$ cat src/rtl/bdh_pkg.sv
// Shared types and constants for the button debounce / hold detector.
// No dependencies.
`timescale 1ns / 1ps
`default_nettype none
package bdh_pkg;

   localparam int CHANNELS = 8;
   localparam int CH_W     = 3;
   localparam int TIME_W   = 32;
   localparam int LIMIT_W  = 16;
   localparam int MASK_W   = 8;
   localparam int CSR_IDX_W  = 8;
   localparam int CSR_DATA_W = 16;

   // register map
   localparam logic [CSR_IDX_W-1:0] REG_DEBOUNCE_LIMIT  = 8'd0;
   localparam logic [CSR_IDX_W-1:0] REG_HOLD_LIMIT      = 8'd1;
   localparam logic [CSR_IDX_W-1:0] REG_ACTIVE_LOW_MASK = 8'd2;
   localparam logic [CSR_IDX_W-1:0] REG_CHANNEL_ENABLE  = 8'd3;

   localparam logic [LIMIT_W-1:0] DEBOUNCE_LIMIT_RST = 16'd20;
   localparam logic [LIMIT_W-1:0] HOLD_LIMIT_RST     = 16'd1000;

   typedef struct packed {
      logic [LIMIT_W-1:0] debounce_limit;
      logic [LIMIT_W-1:0] hold_limit;
      logic [MASK_W-1:0]  active_low_mask;
      logic [MASK_W-1:0]  channel_enable;
   } cfg_type;

   typedef struct packed {
      logic deb_run;
      logic hold_run;
      logic pressed;
      logic held;
   } flags_type;

endpackage
`default_nettype wire

$ cat src/rtl/button_debounce_hold_detector.sv
// Top level of the multi-channel button debounce / long-press detector.
// Depends on bdh_pkg, bdh_csr, bdh_chan_state.
`timescale 1ns / 1ps
`default_nettype none
// Each req beat is one poll of one button: channel, raw pin level and a
// millisecond timestamp (wrapping modulo 2^32). Every poll yields exactly
// one rsp beat carrying the channel and its debounced pressed / long-press
// state after that poll. A press or release counts once the level has
// lasted debounce_limit ms; long_press sets once pressed for hold_limit ms.
// Disabled channels report zeros and keep their state. One poll per cycle
// is sustained while rsp_stall is low, also on the same channel, since the
// per-channel state lives in flip-flops read and rewritten in the same
// cycle. rsp_stall holds the result register and backs up into req_stall
// once the input register is full.
// Registers (csr_index): 0 debounce_limit, 1 hold_limit, 2 active_low_mask,
// 3 channel_enable; other indices are ignored. csr_ready is always high;
// write only while no poll is in flight.
module button_debounce_hold_detector import bdh_pkg::*; (
   input  wire logic                  clock,
   input  wire logic                  reset,
   // poll channel
   input  wire logic                  req_valid,
   output logic                       req_stall,
   input  wire logic [CH_W-1:0]       req_channel,
   input  wire logic                  req_pin_level,
   input  wire logic [TIME_W-1:0]     req_now_ms,
   // result channel
   output logic                       rsp_valid,
   input  wire logic                  rsp_stall,
   output logic [CH_W-1:0]            rsp_channel_out,
   output logic                       rsp_pressed,
   output logic                       rsp_long_press,
   // configuration writes
   input  wire logic                  csr_valid,
   output logic                       csr_ready,
   input  wire logic [CSR_IDX_W-1:0]  csr_index,
   input  wire logic [CSR_DATA_W-1:0] csr_wdata
);

   cfg_type cfg;

   // input register
   logic              s1_valid_ff, s1_valid_in;
   logic [CH_W-1:0]   s1_channel_ff;
   logic              s1_pin_ff;
   logic [TIME_W-1:0] s1_now_ff;

   // result register
   logic              out_valid_ff, out_valid_in;
   logic [CH_W-1:0]   out_channel_ff;
   logic              out_pressed_ff;
   logic              out_long_ff;

   logic advance;     // poll in s1 moves to the result register
   logic req_take;
   logic nx_pressed;
   logic nx_long;

   assign csr_ready = 1'b1;

   bdh_csr u_csr (
      .clock    (clock),
      .reset    (reset),
      .wr_en    (csr_valid && csr_ready),
      .wr_index (csr_index),
      .wr_data  (csr_wdata),
      .cfg      (cfg)
   );

   bdh_chan_state u_state (
      .clock      (clock),
      .reset      (reset),
      .cfg        (cfg),
      .upd        (advance),
      .channel    (s1_channel_ff),
      .pin_level  (s1_pin_ff),
      .now_ms     (s1_now_ff),
      .pressed    (nx_pressed),
      .long_press (nx_long)
   );

   // result slot is free when empty or being taken this cycle
   assign advance   = s1_valid_ff && (!out_valid_ff || !rsp_stall);
   assign req_stall = s1_valid_ff && !advance;
   assign req_take  = req_valid && !req_stall;

   assign s1_valid_in  = req_take || (s1_valid_ff && !advance);
   assign out_valid_in = advance || (out_valid_ff && rsp_stall);

   always_ff @(posedge clock) begin
      if (reset) begin
         s1_valid_ff  <= 1'b0;
         out_valid_ff <= 1'b0;
      end else begin
         s1_valid_ff  <= s1_valid_in;
         out_valid_ff <= out_valid_in;
      end
   end

   always_ff @(posedge clock) begin
      if (req_take) begin
         s1_channel_ff <= req_channel;
         s1_pin_ff     <= req_pin_level;
         s1_now_ff     <= req_now_ms;
      end
      if (advance) begin
         out_channel_ff <= s1_channel_ff;
         out_pressed_ff <= nx_pressed;
         out_long_ff    <= nx_long;
      end
   end

   assign rsp_valid       = out_valid_ff;
   assign rsp_channel_out = out_channel_ff;
   assign rsp_pressed     = out_pressed_ff;
   assign rsp_long_press  = out_long_ff;

endmodule
`default_nettype wire

$ cat src/rtl/bdh_csr.sv
// Configuration registers of the debounce / hold detector.
// Depends on bdh_pkg.
`timescale 1ns / 1ps
`default_nettype none
module bdh_csr import bdh_pkg::*; (
   input  wire logic                  clock,
   input  wire logic                  reset,
   input  wire logic                  wr_en,
   input  wire logic [CSR_IDX_W-1:0]  wr_index,
   input  wire logic [CSR_DATA_W-1:0] wr_data,
   output cfg_type                    cfg
);

   cfg_type cfg_ff, cfg_in;

   always_comb begin
      cfg_in = cfg_ff;
      if (wr_en) begin
         case (wr_index)
            REG_DEBOUNCE_LIMIT:  cfg_in.debounce_limit  = wr_data[LIMIT_W-1:0];
            REG_HOLD_LIMIT:      cfg_in.hold_limit      = wr_data[LIMIT_W-1:0];
            REG_ACTIVE_LOW_MASK: cfg_in.active_low_mask = wr_data[MASK_W-1:0];
            REG_CHANNEL_ENABLE:  cfg_in.channel_enable  = wr_data[MASK_W-1:0];
            default:             cfg_in = cfg_ff;  // unmapped: ignored
         endcase
      end
   end

   always_ff @(posedge clock) begin
      if (reset) begin
         cfg_ff.debounce_limit  <= DEBOUNCE_LIMIT_RST;
         cfg_ff.hold_limit      <= HOLD_LIMIT_RST;
         cfg_ff.active_low_mask <= '0;
         cfg_ff.channel_enable  <= '0;
      end else begin
         cfg_ff <= cfg_in;
      end
   end

   assign cfg = cfg_ff;

endmodule
`default_nettype wire

$ cat src/rtl/bdh_chan_state.sv
// Per-channel debounce / hold state and its single-pass update.
// Depends on bdh_pkg.
`timescale 1ns / 1ps
`default_nettype none
module bdh_chan_state import bdh_pkg::*; (
   input  wire logic              clock,
   input  wire logic              reset,
   input  wire cfg_type           cfg,
   input  wire logic              upd,      // commit this poll
   input  wire logic [CH_W-1:0]   channel,
   input  wire logic              pin_level,
   input  wire logic [TIME_W-1:0] now_ms,
   output logic                   pressed,
   output logic                   long_press
);

   flags_type         flags_ff [CHANNELS];
   logic [TIME_W-1:0] deb_start_ff [CHANNELS];
   logic [TIME_W-1:0] hold_start_ff [CHANNELS];

   flags_type         flags_in;
   logic [TIME_W-1:0] deb_start_in;
   logic [TIME_W-1:0] hold_start_in;
   logic              enabled;

   // Both elapsed compares work off stored start times; a timer started in
   // this poll has zero elapsed, so only a zero limit completes it.
   always_comb begin
      flags_type         f;
      logic [TIME_W-1:0] ds;
      logic [TIME_W-1:0] hs;
      logic              active;
      logic              deb_done;
      logic              hold_done;
      logic              deb_zero;
      logic              hold_zero;

      enabled = ({1'b0, channel} < (CH_W+1)'(CHANNELS)) && cfg.channel_enable[channel];
      f       = flags_ff[channel];
      ds      = deb_start_ff[channel];
      hs      = hold_start_ff[channel];
      active  = pin_level ^ cfg.active_low_mask[channel];
      deb_done  = (now_ms - ds) >= {{(TIME_W-LIMIT_W){1'b0}}, cfg.debounce_limit};
      hold_done = (now_ms - hs) >= {{(TIME_W-LIMIT_W){1'b0}}, cfg.hold_limit};
      deb_zero  = (cfg.debounce_limit == '0);
      hold_zero = (cfg.hold_limit == '0);

      // press debounce
      if (!f.pressed) begin
         if (active) begin
            if (f.deb_run ? deb_done : deb_zero) begin
               f.pressed = 1'b1;
               f.deb_run = 1'b0;
            end else begin
               if (!f.deb_run) ds = now_ms;
               f.deb_run = 1'b1;
            end
         end else begin
            f.deb_run = 1'b0;
         end
      end

      // hold timing
      if (f.pressed && !f.held) begin
         if (active) begin
            if (f.hold_run ? hold_done : hold_zero) begin
               f.held     = 1'b1;
               f.hold_run = 1'b0;
            end else begin
               if (!f.hold_run) hs = now_ms;
               f.hold_run = 1'b1;
            end
         end else begin
            f.hold_run = 1'b0;
         end
      end

      // release debounce; deb_run here is never one set by the press step
      if (f.pressed) begin
         if (!active) begin
            if (f.deb_run ? deb_done : deb_zero) begin
               f = '0;
            end else begin
               if (!f.deb_run) ds = now_ms;
               f.deb_run = 1'b1;
            end
         end else begin
            f.deb_run = 1'b0;
         end
      end

      flags_in      = f;
      deb_start_in  = ds;
      hold_start_in = hs;
      pressed       = enabled && f.pressed;
      long_press    = enabled && f.held;
   end

   // start times are only read while their run flag is set: no reset
   always_ff @(posedge clock) begin
      if (reset) begin
         for (int i = 0; i < CHANNELS; i++) flags_ff[i] <= '0;
      end else if (upd && enabled) begin
         flags_ff[channel] <= flags_in;
      end
   end

   always_ff @(posedge clock) begin
      if (upd && enabled) begin
         deb_start_ff[channel]  <= deb_start_in;
         hold_start_ff[channel] <= hold_start_in;
      end
   end

endmodule
`default_nettype wire

$ cat config.mk
export PLATFORM = sky130hd
export DESIGN_NAME = button_debounce_hold_detector
export DESIGN_NICKNAME = d
export VERILOG_FILES = /design/src/rtl/bdh_pkg.sv /design/src/rtl/button_debounce_hold_detector.sv /design/src/rtl/bdh_csr.sv /design/src/rtl/bdh_chan_state.sv
export SDC_FILE = /design/constraint.sdc
export NUM_CORES = 1
export LEC_CHECK = 0
export BUFFER_PORTS_ARGS = -buffer_cell sky130_fd_sc_hd__buf_4
export CAP_MARGIN = 40
export CORE_MARGIN = 2
export CORE_UTILIZATION = 50
export CTS_CLUSTER_DIAMETER = 150
export DETAILED_ROUTE_END_ITERATION = 10
export PLACE_DENSITY = 0.69
export SLEW_MARGIN = 0
export SYNTH_ARGS = -nofsm -noshare
export SYNTH_HDL_FRONTEND = slang
export SYNTH_SLANG_ARGS = --single-unit
$ cat constraint.sdc
create_clock -name clock -period 13.5 [get_ports clock]
set_input_delay 0.675 -clock clock [delete_from_list [all_inputs] [get_ports clock]]
set_output_delay 0.675 -clock clock [all_outputs]
set_load 0.02 [all_outputs]
After elaboration in Yosys (flattened, before gate mapping) --
Memory sizes are Yosys's and may differ from the RTL's. A register that Yosys moved wholly into a read port is not among the register bits. Cells that the tools add are included. Widths: inputs -> output; s select.
Word-level totals: register bits after elaboration 91, bits in writable memories 544, input bits 65, output and inout bits 8, word-level logic and storage cells 96, memories 3
Cells by class: add/subtract/negate cells 2, order comparisons 3, equality and inequality tests 3, mux-type cells 48, bitwise logic cells 1, reductions and logical operators 24
Memories:
- u_state.deb_start_ff | words 8, bits a word 32, read ports 1, clocked after Yosys merged registers in 1, wr ports 1, line bdh_chan_state.sv:18 | logic [TIME_W-1:0] deb_start_ff [CHANNELS];
- u_state.hold_start_ff | words 8, bits a word 32, read ports 1, clocked after Yosys merged registers in 1, wr ports 1, line bdh_chan_state.sv:19 | logic [TIME_W-1:0] hold_start_ff [CHANNELS];
- u_state.flags_ff | words 8, bits a word 4, read ports 1, clocked after Yosys merged registers in 1, wr ports 8, line bdh_chan_state.sv:17 | flags_type flags_ff [CHANNELS];
Operators with widths (count):
- $mux 32 | 12
- $ge 32x16->1 | 2
- $sub 32x32->32 | 2
- $logic_not 16->1 | 2
- $mux 1 | 26
- $mux 3 | 6
- $eq 8x2->1 const B | 2
- $eq 8x1->1 const B | 1
- $logic_and 1x1->1 | 8
- $logic_not 8->1 | 1
- $mux 4 | 2
- $reduce_and 2->1 | 4
- $bmux 1 s3 | 2
- $logic_not 1->1 | 5
- $lt 3x4->1 const B | 1
- $reduce_or 4->1 | 1
- $logic_or 1x1->1 | 3
- $xor 1x1->1 | 1

Depth between registers and ports, before layout --
word-level depth 12, depth in mapped cells 28, mapped depth without buffers 24

Hierarchy --
From an unflattened synthesis, not the netlist that was laid out.
Second synthesis, totals: cells, all modules 2120, area total of the unflattened synthesis 28945.3 µm²
Modules (own cells, without submodules):
- bdh_chan_state | instances 1, cells each 1880, area each 25588.3 µm², sequential area each 16335.7 µm²
- bdh_csr | instances 1, cells each 187, area each 2028.2 µm², sequential area each 960.9 µm²
- button_debounce_hold_detector | instances 1, cells each 53, area each 1328.8 µm², sequential area each 1271.2 µm²

Least setup slack after synthesis --
OpenSTA, ideal clock, no wires.
kind input-to-reg, start point input port rsp_stall, end point memory u_state.flags_ff[0][0] in the netlist's numbering, enable pin, arrival time 6666 ps, data required time 13181 ps, setup slack 6515 ps, stages on the path 5, path buffers 0, cell sequence a21boi_0 nand2b_1 or2_2 nor3_1 or2_2
RTL lines:
- start, declared | line button_debounce_hold_detector.sv:29 | input wire logic rsp_stall,
- end, declared | line bdh_chan_state.sv:17

==> flow_summary_export.csv <==
group,metric,value,unit
power_and_ir_drop,clock_power_share,36.8,%
sta,period_minus_slack,8530,ps
logic_synthesis,synth_top_family_by_area,"multiplexers",
die,ios,73,
min_path,hp-start,"req_now_ms[17]",
layout,antenna_cells,0,
die,die_x,246,um
logic_synthesis,synth_edf_count,585,
sta,whs,249,ps
min_path,hp-class,"primary input to register",
logic_synthesis,synth_cell_type_count,74,
sta,layout_worst_path_cycle_share,63.2,%
worst_setup_path,max_stage_delay,800,ps
clock_network,cts.clk_slew.worst_paths,60,ps
worst_setup_path,crit_slowest_cell,"dfxtp_4",
logic_synthesis,ys_ff_latch,638,
worst_setup_path,critical_path.startpoint_type,"register",
sta,final-setup-viol-count,0,
clock_network,tritoncts,"built",
power_and_ir_drop,combPwrFrac,15.8,%
die,die_area,0.0607,sq mm
power_and_ir_drop,p_sw,0.00123,W
clock_network,cts_hold_buffers,0,
layout,drive_above_1_share,18.2,%
layout,final_cell_mix,"edfxtp_1 (585), a21oi_1 (141), nand2_1 (140)",
logic_synthesis,synth_area_per_cell,15.0,sq um
place,hpwl,44200,um
power_and_ir_drop,ir_worst_vdd,83.2,uV
worst_setup_path,crit_family,"simple AND/OR/NAND/NOR gates",
logic_synthesis,synth_flop_cell,"edfxtp_1",
die,initial_utilization,50.7,%
worst_setup_path,required,13810,ps
sta,fmax,117,MHz
run,cap_violations,0,
logic_synthesis,async_flop_share,0,%
grt,grt_pass1_vias,17200,
logic_synthesis,synth-seq-area-share,63.4,%
logic_synthesis,synth_mux_area_share,15.0,%
detailed_routing,dr.first_iter.drc_count,1565,
layout,final_common_cell,"edfxtp_1",
grt,grt-ovfl-total,0,
grt,grt_pass1_wl,104000,um
worst_setup_path,critPathKind,"register to register",
power_and_ir_drop,leakagePower,11.6,nW
sta,max_slew_margin,38.3,%
logic_synthesis,synth_nets,2117,
die,die_h,246,um
place,port_buffers,71,
detailed_routing,ant_nets,0,
place,place.gp.congestion,0.920,
layout,final_nets,2202,
clock_network,cts_made_buffers,67,
die,coreArea,0.0579,sq mm
logic_synthesis,synth-xor-area-share,1.34,%
clock_network,root_buffer,"clkbuf_16",
die,std_cell_rows,88,
worst_setup_path,cp.arrival,8840,ps
logic_synthesis,netlist_area,0.0294,sq mm
worst_setup_path,ff2ff_setup_slack,4970,ps
grt,grt_max_degree,61,
sta,worst_clock_skew,22.2,ps
power_and_ir_drop,swShare,25.6,%
detailed_routing,via_per_inst,6.04,
grt,antenna_found_initial,0,
clock_network,cts.sinks,638,
sta,finalHoldViolations,0,
logic_synthesis,synthAdderAreaFrac,4.22,%
grt,track_usage,22.9,%
place,dp_cells,2735,
sta,rsz0062_at_grt,"false",
clock_network,post-cts-setup-buffers,0,
logic_synthesis,postSynthCellCount,1954,
power_and_ir_drop,internal_power,0.00358,W
sta,setup_tns,0,ps
detailed_routing,drtPass1Iterations,5,
power_and_ir_drop,power_density,146,mW/mm^2
logic_synthesis,netlist.area_leader.share,59.8,%
logic_synthesis,synth_top_cell_by_area,"edfxtp_1",
worst_setup_path,cp_max_fo,32,
layout,area_growth,12.1,%
logic_synthesis,yosys.area_share.simple,6.67,%
worst_setup_path,path_buf_inv,2,
layout,fin_cells,2851,
power_and_ir_drop,p_seq_share,47.4,%
logic_synthesis,synth_compound_area_share,6.98,%
clock_network,htree_levels,3,
sta,slew_viol_final,0,
sta,tightest_slew,926,ps
worst_setup_path,path_cells,"buf_4, mux4_2, mux2_2, ha_1, fa_1, nand2b_1, a21o_1, a2111oi_0, nor2_1, xnor2_1, ha_1, nand2_1, nor2_1, a2111oi_2, o211ai_1, or4_1, a211oi_2, o211ai_1, or4_4, o22ai_2, or3_2, buf_4, mux2i_1",
clock_network,cts_resized,0,
status,outcome,"complete, no violations",
detailed_routing,drc_errors,0,
logic_synthesis,yosys_warnings,0,
clock_network,clk_latency,600,ps
clock_network,cts_max_path_buffers,3,
detailed_routing,via_count,17200,
worst_setup_path,cp-end-kind,"register",
detailed_routing,wl_per_cell,24.1,um
detailed_routing,wl,68600,um
logic_synthesis,synth.area.top_cells,"edfxtp_1 (60%), mux4_2 (10%), ha_1 (4.1%)",
-- through the flow --
| step | area, sq um | setup WS (ps) | utilization (%) | power, W |
|---|---|---|---|---|
| final | 32900 | 4970 | 56.9 | 0.00481 |
| after global routing | 32900 | 4330 | 56.9 | 0.00500 |
| after CTS | 32900 | 4870 | 56.9 | 0.00484 |
| after detailed placement | 30800 | 4910 | 53.2 | 0.00307 |
| after global placement | 30800 | 5090 | 53.1 | 0.00305 |
| after floorplan | 29400 | 6510 | - | 0.00285 |
-- cell type report --
class / count / area, sq um
Fill cell: 4488 / 25000
Sequential cell: 638 / 18600
Multi-Input combinational cell: 1148 / 10100
Clock buffer: 84 / 1850
Tap cell: 765 / 957
Timing Repair Buffer: 102 / 798
Inverter: 82 / 308
Clock inverter: 32 / 275
-- kinds of logic after synthesis --
kind of cell	Yosys count
AOI/OAI and AO/OA	322
buffers and inverters	168
muxes	265
and+or+nand+nor	417
adders and majority gates	98
xor gates and xnor gates	45
DFF	638
other	1
-- cell usage after synthesis (5+ instances only) --
library cell	n
a31oi_1	6
nand2_1	140
nand2b_1	12
mux2i_1	117
mux2_2	10
clkbuf_1	61
ha_1	96
nor2_1	126
o211ai_1	14
a21o_1	27
nor2b_1	24
edfxtp_1	585
a221oi_1	7
or2_2	12
or4_1	5
xor2_1	18
xnor2_1	27
nor4_1	16
nand3_1	15
a2111oi_0	7
a21oi_1	141
o21ai_0	40
inv_1	82
a211oi_1	8
nor3_1	15
o21bai_1	7
o21a_1	12
buf_1	15
and3_1	7
mux4_2	135
dfxtp_1	53
nand4_1	20
a211o_1	11
-- routing by layer --
layer / part of all wire [%] / global-route usage [%] / vias to the layer above
li1: - / - / 7807
met1: 43 / 31.4 / 8786
met2: 49 / 37.9 / 553
met3: 6.1 / 3.56 / 84
met4: 2.1 / 6.80 / 0
met5: 0 / 0 / -
-- state kept, by name (all words and copies together), names as in the netlist, named ones only --
name                   cells
rsp_valid                  1
s1_channel_ff              3
s1_pin_ff                  1
rsp_pressed                1
u_state.flags_ff          32
s1_now_ff                 32
u_state.hold_start_ff    256
u_state.deb_start_ff     256
rsp_long_press             1
s1_valid_ff                1
rsp_channel_out            3
u_csr.cfg                 48
-- power groups by stage --
stage | registers [W] | clock network (W) | logic (W)
final | 0.00228 | 0.00177 | 0.000760
after global routing | 0.00228 | 0.00189 | 0.000831
after CTS | 0.00228 | 0.00181 | 0.000751
after detailed placement | 0.00232 | 0 | 0.000748
after global placement | 0.00232 | 0 | 0.000724
after floorplan | 0.00230 | 0 | 0.000552
-- path summary, 6_finish.rpt --
check,end,cells after the start
max,u_state.hold_start_ff[1][8],23
min,s1_now_ff[17],1
max reg2reg,u_state.hold_start_ff[1][8],23
min reg2reg,u_csr.cfg[3],2
(Power assumes the default switching activity.)
